File: src/rtl/spq_pkg.sv
// Shared types and codes for the sorted priority queue.
// No dependencies; compiled first.
package spq_pkg;

  localparam int unsigned DataW   = 32;
  localparam int unsigned ActionW = 2;
  localparam int unsigned StatusW = 2;
  localparam int unsigned CountW  = 5;

  typedef logic signed [DataW-1:0] data_t;

  typedef enum logic [ActionW-1:0] {
    ACT_INSERT = 2'd0,
    ACT_DELETE = 2'd1,
    ACT_CLEAR  = 2'd2,
    ACT_NONE   = 2'd3
  } action_t;

  typedef enum logic [StatusW-1:0] {
    ST_OK    = 2'd0,
    ST_EMPTY = 2'd1,
    ST_FULL  = 2'd2,
    ST_SPARE = 2'd3
  } status_t;

  // Per-cycle command broadcast to every cell of the chain.
  typedef struct packed {
    logic  shift_in;   // insert value at its sorted place
    logic  shift_out;  // drop the head, advance everything towards it
    data_t value;
  } cell_ctrl_t;

endpackage

File: src/rtl/spq_if.sv
// Valid/ready channel interfaces for the queue's request and result sides.
// Depends on spq_pkg.
interface spq_in_if
  import spq_pkg::*;
();
  logic                 valid;
  logic                 ready;
  logic [ActionW-1:0]   action;
  logic signed [DataW-1:0] value;

  modport source (output valid, output action, output value, input ready);
  modport sink   (input valid, input action, input value, output ready);
endinterface

interface spq_out_if
  import spq_pkg::*;
();
  logic                    valid;
  logic                    ready;
  logic [StatusW-1:0]      status;
  logic signed [DataW-1:0] removed_value;
  logic signed [DataW-1:0] max_value;
  logic                    is_empty;
  logic [CountW-1:0]       entry_count;

  modport source (output valid, output status, output removed_value, output max_value,
                  output is_empty, output entry_count, input ready);
  modport sink   (input valid, input status, input removed_value, input max_value,
                  input is_empty, input entry_count, output ready);
endinterface

File: src/rtl/spq_cell.sv
// One slot of the sorted chain: holds an entry, compares it with the new value.
// Depends on spq_pkg.
module spq_cell
  import spq_pkg::*;
(
  input  logic       clk,
  input  cell_ctrl_t ctrl,
  input  logic       slot_valid,
  input  logic       left_keep,
  input  data_t      left_entry,
  input  data_t      right_entry,
  output logic       keep,
  output data_t      entry_next,
  output data_t      entry
);

  // Hold when the stored value is strictly larger: equal values go behind the new one.
  assign keep = slot_valid && (entry > ctrl.value);

  always_comb begin
    entry_next = entry;
    if (ctrl.shift_in) begin
      if (keep) begin
        entry_next = entry;
      end else if (left_keep) begin
        entry_next = ctrl.value;
      end else begin
        entry_next = left_entry;
      end
    end else if (ctrl.shift_out) begin
      entry_next = right_entry;
    end
  end

  always_ff @(posedge clk) begin
    entry <= entry_next;
  end

endmodule

File: src/rtl/sorted_priority_queue_core.sv
// Sorted max priority queue: a chain of CAPACITY compare-and-shift cells.
// Result: registered at the request transfer and presented in the cycle after it.
// Throughput: one request per cycle while the result side is ready; every cell updates in parallel each cycle.
// Reset (rst, synchronous): count and output valid cleared; entries keep junk.
module sorted_priority_queue_core
  import spq_pkg::*;
#(
  parameter int unsigned CAPACITY = 16
) (
  input  logic clk,
  input  logic rst,
  spq_in_if.sink    in_ch,
  spq_out_if.source out_ch
);

  localparam int unsigned CW = $clog2(CAPACITY + 1);
  localparam logic [CW-1:0] CapCount = CW'(CAPACITY);

  // Occupancy; slots at or above it hold stale data and are never reported.
  logic [CW-1:0] count;
  logic [CW-1:0] count_next;

  data_t entry      [CAPACITY];
  data_t entry_next [CAPACITY];
  logic  keep       [CAPACITY];

  cell_ctrl_t ctrl;
  logic       accept;
  action_t    act;
  status_t    status_next;
  data_t      removed_next;

  // Output register parts the two sides: take a new request while the
  // previous result is being transferred.
  assign in_ch.ready = !out_ch.valid || out_ch.ready;
  assign accept      = in_ch.valid && in_ch.ready;
  assign act         = action_t'(in_ch.action);

  // Decode the request; refused inserts and empty deletes leave the chain alone.
  always_comb begin
    ctrl.shift_in  = 1'b0;
    ctrl.shift_out = 1'b0;
    ctrl.value     = in_ch.value;
    count_next     = count;
    status_next    = ST_OK;
    removed_next   = '0;
    case (act)
      ACT_INSERT: begin
        if (count >= CapCount) begin
          status_next = ST_FULL;
        end else begin
          ctrl.shift_in = accept;
          count_next    = count + 1'b1;
        end
      end
      ACT_DELETE: begin
        if (count == '0) begin
          status_next = ST_EMPTY;
        end else begin
          ctrl.shift_out = accept;
          count_next     = count - 1'b1;
          removed_next   = entry[0];
        end
      end
      ACT_CLEAR: begin
        count_next = '0;
      end
      default: begin
        count_next = count;
      end
    endcase
  end

  // The chain: each cell sees its neighbours' entries and the keep flag ahead of it.
  for (genvar i = 0; i < CAPACITY; i++) begin : g_cell
    localparam logic [CW-1:0] Idx = CW'(i);
    logic  left_keep;
    data_t left_entry;
    data_t right_entry;

    if (i == 0) begin : g_head
      assign left_keep  = 1'b1;
      assign left_entry = '0;
    end else begin : g_body
      assign left_keep  = keep[i-1];
      assign left_entry = entry[i-1];
    end

    if (i == CAPACITY - 1) begin : g_tail
      assign right_entry = '0;
    end else begin : g_inner
      assign right_entry = entry[i+1];
    end

    spq_cell u_cell (
      .clk        (clk),
      .ctrl       (ctrl),
      .slot_valid (Idx < count),
      .left_keep  (left_keep),
      .left_entry (left_entry),
      .right_entry(right_entry),
      .keep       (keep[i]),
      .entry_next (entry_next[i]),
      .entry      (entry[i])
    );
  end

  always_ff @(posedge clk) begin
    if (rst) begin
      count        <= '0;
      out_ch.valid <= 1'b0;
    end else begin
      if (accept) begin
        count        <= count_next;
        out_ch.valid <= 1'b1;
      end else if (out_ch.ready) begin
        out_ch.valid <= 1'b0;
      end
    end
  end

  // Result payload: report the queue as it stands after this step.
  always_ff @(posedge clk) begin
    if (accept) begin
      out_ch.status        <= status_next;
      out_ch.removed_value <= removed_next;
      out_ch.max_value     <= (count_next != '0) ? entry_next[0] : '0;
      out_ch.is_empty      <= (count_next == '0);
      out_ch.entry_count   <= CountW'(count_next);
    end
  end

`ifndef SYNTHESIS
  a_count_bound : assert property (@(posedge clk) disable iff (rst)
    count <= CapCount)
    else $error("occupancy above capacity");

  a_head_sorted : assert property (@(posedge clk) disable iff (rst)
    (count >= CW'(2)) |-> (entry[0] >= entry[1]))
    else $error("head entries out of order");

  a_empty_count : assert property (@(posedge clk) disable iff (rst)
    (out_ch.valid && out_ch.is_empty) |-> (out_ch.max_value == '0))
    else $error("empty result reports a maximum");

  a_removed_zero : assert property (@(posedge clk) disable iff (rst)
    (accept && status_next != ST_OK) |=> (out_ch.removed_value == '0))
    else $error("failed request reports a removed value");
`endif

endmodule
File: src/flat_wrapper.sv
// flat-port wrapper written by rule: the top's interface ports become plain ports
module sorted_priority_queue_core_flat import spq_pkg::*;
#(
  parameter int unsigned CAPACITY = 16
)
  (clk, rst, in_ch_valid, in_ch_action, in_ch_value, in_ch_ready, out_ch_valid, out_ch_status, out_ch_removed_value, out_ch_max_value, out_ch_is_empty, out_ch_entry_count, out_ch_ready);
  spq_in_if in_ch_i ();
  spq_out_if out_ch_i ();
  input  logic clk;
  input  logic rst;
  input wire logic [$bits(in_ch_i.valid)-1:0] in_ch_valid;
  input wire logic [$bits(in_ch_i.action)-1:0] in_ch_action;
  input wire logic [$bits(in_ch_i.value)-1:0] in_ch_value;
  output wire logic [$bits(in_ch_i.ready)-1:0] in_ch_ready;
  output wire logic [$bits(out_ch_i.valid)-1:0] out_ch_valid;
  output wire logic [$bits(out_ch_i.status)-1:0] out_ch_status;
  output wire logic [$bits(out_ch_i.removed_value)-1:0] out_ch_removed_value;
  output wire logic [$bits(out_ch_i.max_value)-1:0] out_ch_max_value;
  output wire logic [$bits(out_ch_i.is_empty)-1:0] out_ch_is_empty;
  output wire logic [$bits(out_ch_i.entry_count)-1:0] out_ch_entry_count;
  input wire logic [$bits(out_ch_i.ready)-1:0] out_ch_ready;
  assign in_ch_i.valid = in_ch_valid;
  assign in_ch_i.action = in_ch_action;
  assign in_ch_i.value = in_ch_value;
  assign in_ch_ready = in_ch_i.ready;
  assign out_ch_valid = out_ch_i.valid;
  assign out_ch_status = out_ch_i.status;
  assign out_ch_removed_value = out_ch_i.removed_value;
  assign out_ch_max_value = out_ch_i.max_value;
  assign out_ch_is_empty = out_ch_i.is_empty;
  assign out_ch_entry_count = out_ch_i.entry_count;
  assign out_ch_i.ready = out_ch_ready;
  sorted_priority_queue_core #(.CAPACITY(CAPACITY)) u_core (.clk(clk), .rst(rst), .in_ch(in_ch_i), .out_ch(out_ch_i));
endmodule
File: config.mk
export PLATFORM = sky130hd
export DESIGN_NAME = sorted_priority_queue_core_flat
export DESIGN_NICKNAME = d
export VERILOG_FILES = /design/src/rtl/spq_pkg.sv /design/src/rtl/spq_if.sv /design/src/rtl/spq_cell.sv /design/src/rtl/sorted_priority_queue_core.sv /design/src/flat_wrapper.sv
export SDC_FILE = /design/constraint.sdc
export NUM_CORES = 2
export LEC_CHECK = 0
export BUFFER_PORTS_ARGS = -buffer_cell sky130_fd_sc_hd__buf_2
export CORE_AREA = 5 5 258 260
export CTS_BUF_LIST = sky130_fd_sc_hd__clkbuf_4
export CTS_CLUSTER_SIZE = 25
export DETAILED_ROUTE_END_ITERATION = 6
export DIE_AREA = 0 0 263 265
export GPL_TIMING_DRIVEN = 0
export PLACE_DENSITY = 0.78
export SLEW_MARGIN = 20
export SYNTH_ARGS = -nofsm -noshare
export SYNTH_HDL_FRONTEND = slang
export SYNTH_SLANG_ARGS = --single-unit
File: constraint.sdc
create_clock -name clk -period 9.2 [get_ports clk]
set_input_delay 1.84 -clock clk [delete_from_list [all_inputs] [get_ports clk]]
set_output_delay 1.84 -clock clk [all_outputs]
set_load 0.01 [all_outputs]
==> flow_summary_export.csv <==
group,metric,value,unit
clocking,worstSkewPairLatency,1040,ps
floorplan,core,63880,um2
power_and_ir_drop,clock_power_share,0.350,
global_routing,grt_use_met1,0.4700,
clocking,h-tree-depth,4,
sta,slew_headroom,0.1119,
layout,multi_input_comb_area,20140,um2
status,violations,"DRC",
drt,num_vias,34720,
synthesis,ys_top_cells_by_area,"edfxtp_1, ha_1, a221o_1, a21oi_1, nand2_1",
sta,hold_ws,538.7,ps
global_routing,use_met2,0.5875,
clocking,clk_pin_slew,70,ps
synthesis,ys.flop_type,"edfxtp_1",
clocking,cts_made_buffers,164,
layout,nets,4527,
synthesis,synth_cell_types,65,
layout,fill_cells,5193,
power_and_ir_drop,power,7.138,mW
global_routing,grt_max_degree,41,
sta,rsz0062_at_grt,"no",
clocking,clock_sinks,590,
sta,finalSetupViolations,0,
floorplan,die_area,69700,um2
status,status,"finished, violations left",
global_routing,grt_pass1_wl,196600,um
power_and_ir_drop,intPower,4.954,mW
setup_path,critPathArrivalTime,6740,ps
clocking,ctsResizeCount,0,
sta,timing.fmax,0.1645,GHz
synthesis,yosysWarnings,0,
floorplan,die_y,265,um
flow_run,max_cap_viol_count,0,
clocking,cts_tree,"yes",
drt,routed_wl,132700,um
setup_path,end_kind,"register",
power_and_ir_drop,power_density,166.6,nW/um2
power_and_ir_drop,pwr-share-comb,0.183,
synthesis,ys_ff_latch,590,
synthesis,avgSynthCellArea,10.39,um2
drt,via_per_inst,6.971,
setup_path,cp_data_required_time,9860,ps
global_routing,gr-max-usage-layer,"met2",
synthesis,synth.most_common_cell,"edfxtp_1",
synthesis,ys_seq_area_frac,0.4493,
global_routing,grt_pass1_vias,34340,
setup_path,crit_type,"in -> reg",
drt,drt-initial-drc-count,4473,
power_and_ir_drop,p_switching,2.184,mW
floorplan,die_w,263,um
synthesis,netlist_top_cells_count,"edfxtp_1, ha_1, a21oi_1, nand2_1, a221o_1",
synthesis,netlist_area,38580,um2
drt,drtPass1Iterations,7,
synthesis,syn_inst,3715,
drt,ant_nets,0,
power_and_ir_drop,ir_worst_vdd,0.1182,mV
clocking,cts_setup_buffers,0,
layout,seqCellArea,17340,um2
sta,min_period_over_period,0.6608,
sta,finalHoldViolCount,0,
global_routing,grt.total_usage,0.3666,
place,dp_hpwl,106800,um
global_routing,grt.overflow.total,0,
synthesis,synth_edf_count,552,
synthesis,synth_nets,4236,
layout,syn2layout_area_growth,11.04,%
min_path,hp-class,"reg -> reg",
clocking,clock_path_buffers,3,
place,portBuffers,111,
synthesis,synth_top_area_share,0.4296,
setup_path,start_kind,"input port",
sta,slew_viol_final,0,
setup_path,path_max_fanout,37,
clocking,hold_buffers,0,
synthesis,async_flop_share,0,
place,place.gp.congestion,1.003,
floorplan,io_pins,112,
sta,period_minus_slack,6079,ps
sta,setup_tns,0,ps
power_and_ir_drop,pwr-share-seq,0.467,
clocking,cts_root_buf,"clkbuf_4",
sta,skew,44.30,ps
drt,drcViolationCount,1,
synthesis,synth_top_area_cell,"edfxtp_1",
sta,worst_pin_slew,1329,ps
floorplan,row_count,93,
global_routing,use_met3,0.06906,
power_and_ir_drop,p_leak,17.17,nW
global_routing,grt_antenna_before_repair,4,
floorplan,initial_utilization,0.6040,
layout,drive_above_1_share,0.1145,
power_and_ir_drop,swShare,0.3060,
drt,routedWlPerCell,26.64,um
-- power by group through the flow --
| stage | clock [mW] | sequential, mW | combinational [mW] |
|---|---|---|---|
| after detailed placement | 0 | 3.38 | 1.27 |
| after floorplan | 0 | 3.35 | 0.825 |
| after global placement | 0 | 3.39 | 1.19 |
| after CTS | 2.51 | 3.33 | 1.28 |
| after global routing | 2.66 | 3.35 | 1.43 |
| final | 2.50 | 3.34 | 1.31 |
-- kinds of logic (layout without fill, tap and decap cells) --
kind of cell,Yosys count,in the layout,synth area share
AOI/OAI and AO/OA,1247,1247,0.2243
and+or+nand+nor,1014,1014,0.1185
DFF,590,590,0.4493
adders and majority gates,483,483,0.1566
buffers and inverters,310,717,0.03278
muxes,70,70,0.01822
xor gates and xnor gates,1,1,0.0002270
other,0,3,0
-- through the flow --
stage | setup slack [ps] | util | cell area (um2) | std cells
6_report | 3121 | 0.6707 | 42850 | 4980
5_1_grt | 3245 | 0.6707 | 42840 | 4979
4_1_cts | 3520 | 0.6704 | 42830 | 4977
3_5_place_dp | 2431 | 0.6377 | 40740 | 4695
3_3_place_gp | 510.7 | 0.6294 | 40210 | 4681
2_1_floorplan | 2474 | - | 38580 | 3715
-- path summary, 6_finish.rpt --
kind         cells after the start                                  to                               start  slack (ps)
min                              1  u_core.g_cell[14].u_cell.entry[17]  u_core.g_cell[15].u_cell.entry[17]         540
max                              9   u_core.g_cell[14].u_cell.entry[9]                        out_ch_ready        3120
max reg2reg                      8   u_core.g_cell[14].u_cell.entry[9]                 u_core.out_ch.valid        3780
min reg2reg                      1  u_core.g_cell[14].u_cell.entry[17]  u_core.g_cell[15].u_cell.entry[17]         540
-- layer usage --
layer  part of all wire  vias to the layer above
met5            0.00023                        -
met4              0.063                        4
met3               0.11                      452
met2               0.46                     2238
met1               0.37                    16630
li1                   -                    15400
-- critical path, stage by stage --
cell and delay (ps):
buf_2 90, nand2b_1 170, nand2_1 330, inv_4 270, nand2_1 740, clkbuf_1 810
clkbuf_1 780, clkbuf_1 850, o21a_2 810
-- layout make-up --
cell class                      count  area share
Antenna cell                        3   0.0001752
Buffer                            238     0.02330
Clock buffer                      249     0.04363
Clock inverter                     33    0.005169
Inverter                           72    0.006366
Multi-Input combinational cell   2815      0.4700
Sequential cell                   590      0.4046
Tap cell                          855     0.02497
Timing Repair Buffer              125     0.02178
-- registers in the layout (all words and copies together), names as in the netlist --
name,flops
u_core.count,5
u_core.g_cell.u_cell.entry,512
u_core.out_ch.entry_count,5
u_core.out_ch.is_empty,1
u_core.out_ch.max_value,32
u_core.out_ch.removed_value,32
u_core.out_ch.status,2
u_core.out_ch.valid,1
-- placed cells by master, fill, tap and decap left out, types with 14 or more instances in the layout --
master / n
nor2b_1: 24
a21oi_1: 426
clkinv_1: 16
a22oi_1: 66
buf_2: 156
a221o_1: 327
nor3_1: 26
o21ai_0: 172
clkbuf_4: 249
and3_1: 35
nand4_1: 92
nor4_1: 19
a211oi_1: 14
inv_1: 70
ha_1: 483
edfxtp_1: 552
mux2i_1: 68
nand2_1: 426
nor2_1: 266
clkbuf_1: 172
dfxtp_1: 38
a31oi_1: 44
o211ai_1: 50
a21o_1: 62
nand3_1: 70
No activity file was read; power rests on OpenSTA's default activity.
